`src/hdl/arsel_pkg.sv`:
```
// Package for the adaptive roulette selector: sizes, register indexes,
// transaction structs and small helper functions.
// No dependencies.
`default_nettype none

package arsel_pkg;

    // Table geometry and fixed-point formats
    localparam int MAX_ENTRIES     = 32;
    localparam int SCORE_FRAC_BITS = 16;
    localparam int SCORE_BITS      = 8 + SCORE_FRAC_BITS;
    localparam int ADDR_W          = (MAX_ENTRIES > 1) ? $clog2(MAX_ENTRIES) : 1;
    localparam int SUM_W           = SCORE_BITS + ADDR_W;
    localparam int FRACTION_W      = 16;
    localparam int MULT_W          = 16;
    localparam int MULT_FRAC_BITS  = 12;
    localparam int PROD_W          = SUM_W + FRACTION_W;
    localparam int SCALED_W        = PROD_W - MULT_FRAC_BITS;

    localparam logic [SCORE_BITS-1:0] SCORE_ONE = SCORE_BITS'(1) << SCORE_FRAC_BITS;
    localparam logic [SCORE_BITS-1:0] SCORE_MAX = '1;

    // Field widths fixed by the interface
    localparam int INDEX_W  = 5;
    localparam int OUTCOME_W = 2;
    localparam int ACTIVE_W = 6;
    localparam int CFG_DATA_W = 16;
    localparam int CFG_ADDR_W = 2;

    // Configuration register indexes
    localparam logic [CFG_ADDR_W-1:0] REG_ACTIVE_COUNT = 2'd0;
    localparam logic [CFG_ADDR_W-1:0] REG_BEST_MULT    = 2'd1;
    localparam logic [CFG_ADDR_W-1:0] REG_IMPROVE_MULT = 2'd2;
    localparam logic [CFG_ADDR_W-1:0] REG_WORSE_MULT   = 2'd3;

    localparam logic [ACTIVE_W-1:0] ACTIVE_RESET = 6'd32;
    localparam logic [MULT_W-1:0]   MULT_RESET   = 16'd4096;

    // Operation and outcome codes
    localparam logic OP_SELECT = 1'b0;
    localparam logic OP_UPDATE = 1'b1;

    localparam logic [OUTCOME_W-1:0] OUT_BEST    = 2'd0;
    localparam logic [OUTCOME_W-1:0] OUT_IMPROVE = 2'd1;
    localparam logic [OUTCOME_W-1:0] OUT_WORSE   = 2'd2;
    localparam logic [OUTCOME_W-1:0] OUT_NONE    = 2'd3;

    // Input transaction
    typedef struct packed {
        logic                  operation;
        logic [FRACTION_W-1:0] random_fraction;
        logic [INDEX_W-1:0]    entry_index;
        logic [OUTCOME_W-1:0]  outcome;
    } in_item_t;

    // Result transaction
    typedef struct packed {
        logic [INDEX_W-1:0] chosen_index;
        logic               was_select;
    } out_item_t;

    // Score table write port
    typedef struct packed {
        logic                  en;
        logic [ADDR_W-1:0]     addr;
        logic [SCORE_BITS-1:0] data;
    } mem_wr_t;

    // Last active index: zero count means one entry, clipped at the table depth
    function automatic logic [ADDR_W-1:0] last_index(input logic [ACTIVE_W-1:0] active);
        int n;
        n = int'(active);
        if (n == 0)
            n = 1;
        if (n > MAX_ENTRIES)
            n = MAX_ENTRIES;
        return ADDR_W'(n - 1);
    endfunction

    // Saturate a scaled product to [1, SCORE_MAX]
    function automatic logic [SCORE_BITS-1:0] saturate(input logic [SCALED_W-1:0] p);
        logic [SCORE_BITS-1:0] r;
        if (p > SCALED_W'(SCORE_MAX))
            r = SCORE_MAX;
        else if (p == '0)
            r = SCORE_BITS'(1);
        else
            r = SCORE_BITS'(p);
        return r;
    endfunction

endpackage

`default_nettype wire

```
`src/hdl/arsel_score_mem.sv`:
```
// Score table: single-port-write, single-read memory with registered read
// data and per-entry valid bits so unwritten entries read as 1.0.
// Depends on arsel_pkg.
`default_nettype none

module arsel_score_mem (
    input  wire logic                                clk,
    input  wire logic                                rst_n,
    input  wire arsel_pkg::mem_wr_t                  wr,
    input  wire logic [arsel_pkg::ADDR_W-1:0]        rd_addr,
    output logic      [arsel_pkg::SCORE_BITS-1:0]    rd_data
);

    logic [arsel_pkg::SCORE_BITS-1:0] mem [arsel_pkg::MAX_ENTRIES];
    logic [arsel_pkg::MAX_ENTRIES-1:0] valid_reg;
    logic [arsel_pkg::SCORE_BITS-1:0] rd_mem_reg;
    logic                             rd_vld_reg;

    // Storage write and registered read
    always_ff @(posedge clk)
    begin
        if (wr.en)
        begin
            mem[wr.addr] <= wr.data;
        end
        rd_mem_reg <= mem[rd_addr];
    end

    // Valid bits, cleared at reset
    always_ff @(posedge clk or negedge rst_n)
    begin
        if (!rst_n)
        begin
            valid_reg  <= '0;
            rd_vld_reg <= 1'b0;
        end
        else
        begin
            if (wr.en)
            begin
                valid_reg[wr.addr] <= 1'b1;
            end
            rd_vld_reg <= valid_reg[rd_addr];
        end
    end

    // Entries never written hold the reset score
    assign rd_data = rd_vld_reg ? rd_mem_reg : arsel_pkg::SCORE_ONE;

endmodule

`default_nettype wire

```
`src/hdl/adaptive_roulette_selector.sv`:
```
// Channel   | Signals                        | Transfer
// ----------+--------------------------------+-------------------------------
// input     | start, busy, item              | start & !busy at rising edge
// result    | done, result                   | done high for one cycle
// config    | cfg_write, cfg_addr, cfg_data  | cfg_write at rising edge
//
// Select: a sum pass and a scan pass each read one entry per cycle, with one
// multiply between them; the sum pass covers the effective active count and
// the scan pass stops at the first hit. busy falls as done rises, and only
// then is the next command accepted. Update: read, multiply, write, then done;
// an update with outcome three is answered the next cycle and busy never rises.
// Asynchronous active-low reset, all scores read 1.0 after it; no result stall.
//
// Top level of the adaptive roulette selector. Depends on arsel_pkg and
// arsel_score_mem.
`default_nettype none

module adaptive_roulette_selector (
    input  wire logic                                 clk,
    input  wire logic                                 rst_n,
    input  wire logic                                 start,
    output logic                                      busy,
    input  wire arsel_pkg::in_item_t                  item,
    output logic                                      done,
    output arsel_pkg::out_item_t                      result,
    input  wire logic                                 cfg_write,
    input  wire logic [arsel_pkg::CFG_ADDR_W-1:0]     cfg_addr,
    input  wire logic [arsel_pkg::CFG_DATA_W-1:0]     cfg_data
);

    typedef enum logic [3:0] {
        ST_IDLE,
        ST_SUM,
        ST_SUM_LAST,
        ST_MUL,
        ST_SCAN,
        ST_SCAN_LAST,
        ST_UPD_RD,
        ST_UPD_MUL,
        ST_UPD_WR
    } state_t;

    // Configuration registers
    logic [arsel_pkg::ACTIVE_W-1:0] active_reg;
    logic [arsel_pkg::MULT_W-1:0]   best_mult_reg;
    logic [arsel_pkg::MULT_W-1:0]   improve_mult_reg;
    logic [arsel_pkg::MULT_W-1:0]   worse_mult_reg;

    // Sequencer state and datapath registers
    state_t                              state_reg, state_next;
    logic [arsel_pkg::ADDR_W-1:0]        cnt_reg, cnt_next;
    logic [arsel_pkg::ADDR_W-1:0]        last_reg, last_next;
    logic [arsel_pkg::ADDR_W-1:0]        data_idx_reg, data_idx_next;
    logic                                pend_reg, pend_next;
    logic [arsel_pkg::SUM_W-1:0]         sum_reg, sum_next;
    logic [arsel_pkg::SUM_W-1:0]         acc_reg, acc_next;
    logic [arsel_pkg::PROD_W-1:0]        prod_reg, prod_next;
    logic                                op_reg, op_next;
    logic [arsel_pkg::FRACTION_W-1:0]    frac_reg, frac_next;
    logic [arsel_pkg::MULT_W-1:0]        mult_reg, mult_next;
    logic [arsel_pkg::INDEX_W-1:0]       idx_reg, idx_next;
    logic                                done_reg, done_next;
    arsel_pkg::out_item_t                result_reg, result_next;

    // Shared multiplier and table access
    logic [arsel_pkg::SUM_W-1:0]         mul_a;
    logic [arsel_pkg::MULT_W-1:0]        mul_b;
    logic [arsel_pkg::PROD_W-1:0]        mul_p;
    logic [arsel_pkg::ADDR_W-1:0]        rd_addr;
    logic [arsel_pkg::SCORE_BITS-1:0]    rd_data;
    arsel_pkg::mem_wr_t                  mem_wr;
    logic [arsel_pkg::SUM_W-1:0]         acc_new;
    logic [arsel_pkg::SUM_W-1:0]         target;
    logic                                hit;
    logic                                accept;
    logic                                upd_ok;

    assign accept = start && !busy;

    // Update applies only to an in-range entry with a real outcome
    assign upd_ok = (int'(item.entry_index) < arsel_pkg::MAX_ENTRIES) &&
                    (item.outcome != arsel_pkg::OUT_NONE);

    arsel_score_mem u_mem (
        .clk     (clk),
        .rst_n   (rst_n),
        .wr      (mem_wr),
        .rd_addr (rd_addr),
        .rd_data (rd_data)
    );

    // Configuration writes
    always_ff @(posedge clk or negedge rst_n)
    begin
        if (!rst_n)
        begin
            active_reg       <= arsel_pkg::ACTIVE_RESET;
            best_mult_reg    <= arsel_pkg::MULT_RESET;
            improve_mult_reg <= arsel_pkg::MULT_RESET;
            worse_mult_reg   <= arsel_pkg::MULT_RESET;
        end
        else if (cfg_write)
        begin
            unique case (cfg_addr)
                arsel_pkg::REG_ACTIVE_COUNT:
                    active_reg <= cfg_data[arsel_pkg::ACTIVE_W-1:0];
                arsel_pkg::REG_BEST_MULT:
                    best_mult_reg <= cfg_data;
                arsel_pkg::REG_IMPROVE_MULT:
                    improve_mult_reg <= cfg_data;
                arsel_pkg::REG_WORSE_MULT:
                    worse_mult_reg <= cfg_data;
                default:
                    ;
            endcase
        end
    end

    // Multiplier: total times fraction for select, score times factor for update
    always_comb
    begin
        if (state_reg == ST_UPD_MUL)
        begin
            mul_a = arsel_pkg::SUM_W'(rd_data);
            mul_b = mult_reg;
        end
        else
        begin
            mul_a = sum_reg;
            mul_b = frac_reg;
        end
        mul_p = arsel_pkg::PROD_W'(mul_a) * arsel_pkg::PROD_W'(mul_b);
    end

    // Prefix compare against the scaled target
    assign acc_new = acc_reg + arsel_pkg::SUM_W'(rd_data);
    assign target  = prod_reg[arsel_pkg::PROD_W-1:arsel_pkg::FRACTION_W];
    assign hit     = target <= acc_new;

    // Table read address
    always_comb
    begin
        if (state_reg == ST_UPD_RD)
            rd_addr = arsel_pkg::ADDR_W'(idx_reg);
        else
            rd_addr = cnt_reg;
    end

    // Table write on the last update step
    always_comb
    begin
        mem_wr.en   = (state_reg == ST_UPD_WR);
        mem_wr.addr = arsel_pkg::ADDR_W'(idx_reg);
        mem_wr.data = arsel_pkg::saturate(
                          prod_reg[arsel_pkg::PROD_W-1:arsel_pkg::MULT_FRAC_BITS]);
    end

    // Sequencer next state
    always_comb
    begin
        state_next    = state_reg;
        cnt_next      = cnt_reg;
        last_next     = last_reg;
        data_idx_next = data_idx_reg;
        pend_next     = pend_reg;
        sum_next      = sum_reg;
        acc_next      = acc_reg;
        prod_next     = prod_reg;
        op_next       = op_reg;
        frac_next     = frac_reg;
        mult_next     = mult_reg;
        idx_next      = idx_reg;
        done_next     = 1'b0;
        result_next   = result_reg;

        unique case (state_reg)
            ST_IDLE:
            begin
                if (accept)
                begin
                    op_next   = item.operation;
                    frac_next = item.random_fraction;
                    idx_next  = item.entry_index;
                    last_next = arsel_pkg::last_index(active_reg);
                    cnt_next  = '0;
                    pend_next = 1'b0;
                    sum_next  = '0;
                    unique case (item.outcome)
                        arsel_pkg::OUT_BEST:    mult_next = best_mult_reg;
                        arsel_pkg::OUT_IMPROVE: mult_next = improve_mult_reg;
                        default:                mult_next = worse_mult_reg;
                    endcase
                    if (item.operation == arsel_pkg::OP_SELECT)
                    begin
                        state_next = ST_SUM;
                    end
                    else if (upd_ok)
                    begin
                        state_next = ST_UPD_RD;
                    end
                    else
                    begin
                        // Nothing to change: answer at once
                        done_next                = 1'b1;
                        result_next.chosen_index = item.entry_index;
                        result_next.was_select   = 1'b0;
                    end
                end
            end

            // First pass: total of active scores
            ST_SUM:
            begin
                if (pend_reg)
                    sum_next = sum_reg + arsel_pkg::SUM_W'(rd_data);
                pend_next = 1'b1;
                if (cnt_reg == last_reg)
                    state_next = ST_SUM_LAST;
                else
                    cnt_next = cnt_reg + 1'b1;
            end

            ST_SUM_LAST:
            begin
                sum_next   = sum_reg + arsel_pkg::SUM_W'(rd_data);
                state_next = ST_MUL;
            end

            ST_MUL:
            begin
                prod_next  = mul_p;
                cnt_next   = '0;
                acc_next   = '0;
                pend_next  = 1'b0;
                state_next = ST_SCAN;
            end

            // Second pass: first prefix sum reaching the target
            ST_SCAN:
            begin
                data_idx_next = cnt_reg;
                pend_next     = 1'b1;
                if (pend_reg)
                    acc_next = acc_new;
                if (pend_reg && hit)
                begin
                    done_next                = 1'b1;
                    result_next.chosen_index = arsel_pkg::INDEX_W'(data_idx_reg);
                    result_next.was_select   = 1'b1;
                    state_next               = ST_IDLE;
                end
                else if (cnt_reg == last_reg)
                begin
                    state_next = ST_SCAN_LAST;
                end
                else
                begin
                    cnt_next = cnt_reg + 1'b1;
                end
            end

            // Last entry wins whether or not it reaches the target
            ST_SCAN_LAST:
            begin
                done_next                = 1'b1;
                result_next.chosen_index = arsel_pkg::INDEX_W'(last_reg);
                result_next.was_select   = 1'b1;
                state_next               = ST_IDLE;
            end

            ST_UPD_RD:
            begin
                state_next = ST_UPD_MUL;
            end

            ST_UPD_MUL:
            begin
                prod_next  = mul_p;
                state_next = ST_UPD_WR;
            end

            ST_UPD_WR:
            begin
                done_next                = 1'b1;
                result_next.chosen_index = idx_reg;
                result_next.was_select   = 1'b0;
                state_next               = ST_IDLE;
            end

            default:
            begin
                state_next = ST_IDLE;
            end
        endcase
    end

    // State and registered outputs
    always_ff @(posedge clk or negedge rst_n)
    begin
        if (!rst_n)
        begin
            state_reg    <= ST_IDLE;
            cnt_reg      <= '0;
            last_reg     <= '0;
            data_idx_reg <= '0;
            pend_reg     <= 1'b0;
            sum_reg      <= '0;
            acc_reg      <= '0;
            prod_reg     <= '0;
            op_reg       <= arsel_pkg::OP_SELECT;
            frac_reg     <= '0;
            mult_reg     <= '0;
            idx_reg      <= '0;
            done_reg     <= 1'b0;
            result_reg   <= '0;
        end
        else
        begin
            state_reg    <= state_next;
            cnt_reg      <= cnt_next;
            last_reg     <= last_next;
            data_idx_reg <= data_idx_next;
            pend_reg     <= pend_next;
            sum_reg      <= sum_next;
            acc_reg      <= acc_next;
            prod_reg     <= prod_next;
            op_reg       <= op_next;
            frac_reg     <= frac_next;
            mult_reg     <= mult_next;
            idx_reg      <= idx_next;
            done_reg     <= done_next;
            result_reg   <= result_next;
        end
    end

    assign busy   = (state_reg != ST_IDLE);
    assign done   = done_reg;
    assign result = result_reg;

    // Checks
    a_done_single: assert property (@(posedge clk) disable iff (!rst_n)
        (done_reg && !accept) |=> !done_reg)
        else $error("done held without a new transaction");

    a_done_idle: assert property (@(posedge clk) disable iff (!rst_n)
        done_reg |-> !busy)
        else $error("result issued while sequencer still busy");

    a_result_kind: assert property (@(posedge clk) disable iff (!rst_n)
        done_reg |-> (result_reg.was_select == (op_reg == arsel_pkg::OP_SELECT)))
        else $error("result kind does not match accepted operation");

    a_write_update: assert property (@(posedge clk) disable iff (!rst_n)
        mem_wr.en |-> (op_reg == arsel_pkg::OP_UPDATE))
        else $error("score table written by a select transaction");

endmodule

`default_nettype wire

```
`config.mk`:
```
export PLATFORM = sky130hd
export DESIGN_NAME = adaptive_roulette_selector
export DESIGN_NICKNAME = d
export VERILOG_FILES = /design/src/hdl/arsel_pkg.sv /design/src/hdl/arsel_score_mem.sv /design/src/hdl/adaptive_roulette_selector.sv
export SDC_FILE = /design/constraint.sdc
export NUM_CORES = 2
export LEC_CHECK = 0
export BUFFER_PORTS_ARGS = -buffer_cell sky130_fd_sc_hd__buf_2
export CAP_MARGIN = 20
export CORE_MARGIN = 4
export CORE_UTILIZATION = 60
export DETAILED_ROUTE_END_ITERATION = 10
export HOLD_SLACK_MARGIN = 0.1
export PLACE_DENSITY = 0.82
export SKIP_LAST_GASP = 1
export SYNTH_ARGS = -nofsm -noshare
export SYNTH_HDL_FRONTEND = slang
export SYNTH_SLANG_ARGS = --single-unit
```
`constraint.sdc`:
```
create_clock -name clk -period 8.7 [get_ports clk]
set_input_delay 0.435 -clock clk [delete_from_list [all_inputs] [get_ports clk]]
set_output_delay 0.435 -clock clk [all_outputs]
set_load 0.02 [all_outputs]
```
Yosys cells after proc, flatten, opt, wreduce, memory -nomap -nowiden
Memories as Yosys holds them, arrays and structs flattened. A register that Yosys moved wholly into a read port is not among the register bits.
Index checks and enable logic that the tools add are counted.

cells by class
  multipliers = 1
  bitwise logic cells = 1
  eq/ne operators = 24
  reductions and logical operators = 29
  muxes and demuxes = 47
  order comparisons = 6
  add/sub/neg operators = 4

operator list
  kind                                                                                number
  29-bit 2-to-1 mux                                                                   4
  29-bit one-hot mux with 3 select lines                                              1
  24-bit 2-to-1 mux                                                                   3
  32-bit 2-to-1 mux                                                                   2
  29-bit by 24-bit adder with 29-bit output                                           2
  29-bit one-hot mux with 2 select lines                                              1
  29-bit by 16-bit multiplier with 45-bit output                                      1
  5-bit 2-to-1 mux                                                                    7
  33-bit by 24-bit greater-than comparator with 1-bit output (second input constant)  1
  33-bit zero test                                                                    1
  32-bit by 7-bit greater-than comparator with 1-bit output (second input constant)   1
  32-bit OR                                                                           1
  16-bit one-hot mux with 2 select lines                                              1
  6-bit 2-to-1 mux                                                                    5
  29-bit less-or-equal comparator                                                     1
  4-bit one-hot mux with 7 select lines                                               1
  4-bit 2-to-1 mux                                                                    6
  6-bit one-hot mux with 4 select lines                                               1
  5-bit one-hot mux with 4 select lines                                               1
  2-bit != test (second input constant)                                               9
  4-bit by 3-bit == test with 1-bit output (second input constant)                    4
  16-bit 2-to-1 mux                                                                   1
  2-bit AND reduction                                                                 7
  5-bit by 6-bit less-than comparator with 1-bit output (second input constant)       2
  26 further kinds                                                                    48

word-level totals
  memory bits (writable) = 768
  memories = 1
  bits in registers = 254
  input bits = 46

memories
  memory     depth  width  rd ports  clocked after memory_dff  wr ports  line                   RTL
  u_mem.mem  32     24     1         1                         1         arsel_score_mem.sv:14  logic [arsel_pkg::SCORE_BITS-1:0] mem [arsel_pkg::MAX_ENTRIES];

Logic depth before layout (Yosys ltp)
  word-level depth = 10
  gate-level depth with buffers = 30

Cells and area by module
Synthesis repeated with hierarchy kept, for this count alone.

unflattened totals
  cell total of the unflattened synthesis = 4903
  area, all modules = 58934.0 sq um

by module, submodules not included
  module                      cells an instance  times used  area each (sq um)
  arsel_score_mem             1836               1           32024.5
  adaptive_roulette_selector  3067               1           26909.6

Worst setup path after synthesis
Ideal clock, no wire load.

  kind = reg2reg
  from = reg state_reg[1]
  to = reg prod_reg[39] (netlist bit)
  path slack = 1.665 ns
  cell stages (with the launch flop) = 28
  data arrival time = 6.904 ns
  buffers on the path = 4
  library setup time = 0.131 ns
  path through = dfrtp_1 buf_2 nand4b_4 inv_2 clkbuf_1 mux2i_1 clkbuf_1 nor2_1 fa_1 inv_1 fa_1 fa_1 inv_1 fa_1 fa_1 inv_1 fa_1 inv_1 ha_1 clkbuf_1 nand2_1 or3_1 or4_1 o2111a_1 nor2_1 a21oi_1 xor2_1 o21ai_1

on the way
  cells in the longest elaborated chain, start to end = 3
  elaborated cells between the ends (all ways) = 6

RTL lines
  element                                                 line                                                                  RTL
  from (decl)                                             adaptive_roulette_selector.sv:50                                      state_t state_reg, state_next;
  from (signal assigned)                                  adaptive_roulette_selector.sv:319                                     state_reg <= state_next;
  4-bit by 3-bit == test with 1-bit output                adaptive_roulette_selector.sv:122, adaptive_roulette_selector.sv:176
  29-bit 2-to-1 mux or 16-bit 2-to-1 mux (tied branches)  adaptive_roulette_selector.sv:122                                     if (state_reg == ST_UPD_MUL)
  29-bit by 16-bit multiplier with 45-bit output          adaptive_roulette_selector.sv:132                                     mul_p = arsel_pkg::PROD_W'(mul_a) * arsel_pkg::PROD_W'(mul_b);
  to (signal assigned)                                    adaptive_roulette_selector.sv:326                                     prod_reg <= prod_next;
  to (decl)                                               adaptive_roulette_selector.sv:57                                      logic [arsel_pkg::PROD_W-1:0] prod_reg, prod_next;

Several ways; a longest one is shown, not always the timed one.
A chain may end at the register's enable or synchronous reset.

Worst setup path in the final report
  from = reg state_reg[3]
  to = reg prod_reg[42] (netlist bit)

The elaborated chain is that of the path after synthesis.

==> flow_summary.ini <==
[placement]
dpl_cell_area_um2 = 60300
placed_cells = 5931
io_buffers = 53
dp_hpwl_mm = 104
gp_congestion = 0.989

[timing]
fmax_mhz = 123
rsz0062_at_grt = false
max_slew_margin_pct = 23.7
setup_viol = 0
clock_skew_ps = 42.5
hold_violations = 0
fin_setup_tns_ps = 0
worst_pin_slew_ps = 1140
min_period_ps = 8130
fin_crit_sh_pct = 93.5
maxSlewViolCount = 0

[logic_synthesis]
synth_area_um2 = 58300
netlist_instances = 4693
synth_warnings = 0
synthAdderAreaFrac_pct = 17.1
synth_xor_area_share_pct = 1.34
synth_area_leaders = edfxtp_1 (40%), fa_1 (13%), dfrtp_1 (10%)
ys_seq_area_share_pct = 50.8
synth_top_area_share_pct = 39.6
synth-main-ff-cell = edfxtp_1
synth_simple_gate_area_share_pct = 11.1
synth-compound-area-share_pct = 5.44
async_reset_ff_share_pct = 23.4
synth_top_family_by_area = adder cells
ys_seq_elements = 1034
ys_types = 83
synthMuxAreaShare_pct = 9.66
synth_area_leader_cell = edfxtp_1
synth_edf_count = 768
syn-num-nets = 5309
syn_area_per_cell_um2 = 12.4

[finish]
final_area_um2 = 64000
largest_reg_flops = 768
syn2layout_area_growth_pct = 9.75
nFillCells = 6539
final_common_cell = nand2_1
stdcell_count = 6157
finalNetCount = 5413
mostFrequentLayoutCells = nand2_1 (814), edfxtp_1 (768), inv_1 (471), fa_1 (377), nor2_1 (262)
drive_gt1_share_pct = 14.5

[cts]
hold_buffers = 38
cts_tree = yes
cts_max_level = 3
clk_path_buf_depth = 3
clock-sinks = 1034
cts_resized = 0
clk_latency_ps = 700
postCtsSetupRepairBufs = 0
path_clk_slew_ps = 70
cts_root_buf = clkbuf_16
cts_buffers = 98

[power]
power.leakage_nw = 26.1
ir_drop_uv = 300
clock_power_share_pct = 17.9
comb_power_share_pct = 51.4
netSwitchingPower_mw = 10.6
powerDensity_nw_per_um2 = 375
sw_frac_of_total_pct = 44.1
p_seq_share_pct = 30.8
internal_power_mw = 13.4

[route]
wl_mm = 166
wl_per_cell_um = 27.0
drc_errors = 0
num_vias = 39900
drtIter0Drc = 4946
drt_pass1_iterations = 9
viasPerCell = 6.47
ant_nets = 0

[worst_setup_path]
cp_common_cell = fa_1
cp-end-kind = register
cp.arrival_ps = 8680
crit_fanout = 27
start_kind = register
max_stage_delay_ps = 830
cp_slowest_cell = a21boi_1
r2r_slack_ps = 570
path_buf_inv = 5
cp.required_ps = 9250
cp_top_family = adder cells
crit_type = register to register
crit_path_cell_trace = nand4b_4 -> buf_4 -> buf_4 -> nand2_1 -> a21boi_1 -> buf_4 -> nor2_1 -> fa_1 -> inv_1 -> fa_1 -> fa_1 -> fa_1 -> inv_1 -> fa_1 -> fa_1 -> ha_1 -> nand4_1 -> nor4_1 -> a211oi_2 -> o31a_1 -> o21ai_2 -> a31oi_1 -> xor2_1 -> o21ai_1

[die]
dieArea_um2 = 102000
core_um2 = 96600
fp.dieH_um = 320
io_pins = 54
die_x_um = 320
row_count = 114
start_util_pct = 60.4

[global_route]
grt_pass1_wl_mm = 252
grt.total_usage_pct = 32.7
grt_pass1_vias = 40800
grt_max_degree = 136
grt_antenna_before_repair = 2
grt_overflow = 0

[hold_path]
hp-class = input port to register

[outcome]
outcome = complete, no violations

[flow_run]
max_cap_viol_count = 0
[layer usage]
| metal | share of wire [%] | vias to the layer above | global-route usage [%] |
|---|---|---|---|
| met2 | 48 | 2833 | 53.3 |
| li1 | - | 16400 | - |
| met5 | 0.0078 | - | 0 |
| met1 | 35 | 20000 | 42.5 |
| met3 | 11 | 627 | 6.40 |
| met4 | 6.1 | 2 | 16.2 |
[through the flow]
stage / power (mW) / util, % / worst slack, ps / hold WS, ps
CTS: 23.8 / 66.1 / 619 / 126
global placement: 19.0 / 62.4 / 502 / 446
floorplan: 15.4 / - / 1670 / 139
global route: 25.4 / 66.2 / 249 / 182
detailed placement: 19.3 / 62.5 / 701 / 453
finish: 24.0 / 66.2 / 569 / 176
[worst register-to-register path, delay by kind of cell (launching register included)]
kind	cells	cell delay, ps
XOR/XNOR	1	160
buffers and inverters	5	930
AND/OR/NAND/NOR	5	1260
AO/OA/AOI/OAI	6	1820
flip-flops	1	530
adder cells (fa/ha/maj)	7	3320
[power groups by stage]
stage,registers [mW],clock network (mW),logic [mW]
floorplan,7.18,0,8.19
global placement,7.43,0,11.6
detailed placement,7.45,0,11.8
CTS,7.36,4.30,12.1
global route,7.41,4.53,13.4
finish,7.38,4.29,12.3
[synthesized netlist by cell type (all sizes together) (25+ instances only)]
| library cell | n |
|---|---|
| o21ai | 209 |
| clkbuf | 144 |
| xnor2 | 49 |
| edfxtp | 768 |
| a21boi | 25 |
| fa | 377 |
| and3 | 33 |
| xor2 | 40 |
| ha | 193 |
| dfrtp | 238 |
| nand2 | 815 |
| a21o | 55 |
| nand3 | 165 |
| a21oi | 109 |
| or2 | 61 |
| buf | 64 |
| nor2 | 296 |
| mux4 | 200 |
| mux2 | 67 |
| inv | 472 |
| mux2i | 37 |
[cells by family after synthesis]
| group | count (synthesis) |
|---|---|
| mux | 304 |
| buf+inv | 680 |
| simple gates | 1502 |
| fa+ha+maj | 570 |
| xor+xnor | 89 |
| flops | 1034 |
| compound gates | 514 |
[final timing paths]
check                                                 from                                to  cells past startpoint
min reg2reg                u_mem.valid_reg[20]$_DFFE_PN0P_   u_mem.valid_reg[20]$_DFFE_PN0P_                      1
min in group asynchronous                            rst_n  improve_mult_reg[11]$_DFFE_PN0P_                      2
min                                            cfg_addr[1]         active_reg[5]$_DFFE_PN1P_                      4
max reg2reg                       state_reg[3]$_DFFE_PN0P_          prod_reg[42]$_DFFE_PN0P_                     24
max                               state_reg[3]$_DFFE_PN0P_          prod_reg[42]$_DFFE_PN0P_                     24
max in group asynchronous                            rst_n    u_mem.valid_reg[5]$_DFFE_PN0P_                      3
[cell type report]
type                       instances  area [µm²]  share of cell area [%]
multi-input combinational       2979       26200                    40.9
tap                             1276        1600                    2.50
sequential                      1034       29600                    46.3
clock buffer                     127        2620                    4.10
timing repair buffer             212        1640                    2.57
inverter                         472        1770                    2.77
clock inverter                    56         557                   0.870
antenna                            1        2.50                 0.00391
Power figures use the tool's default switching activity.
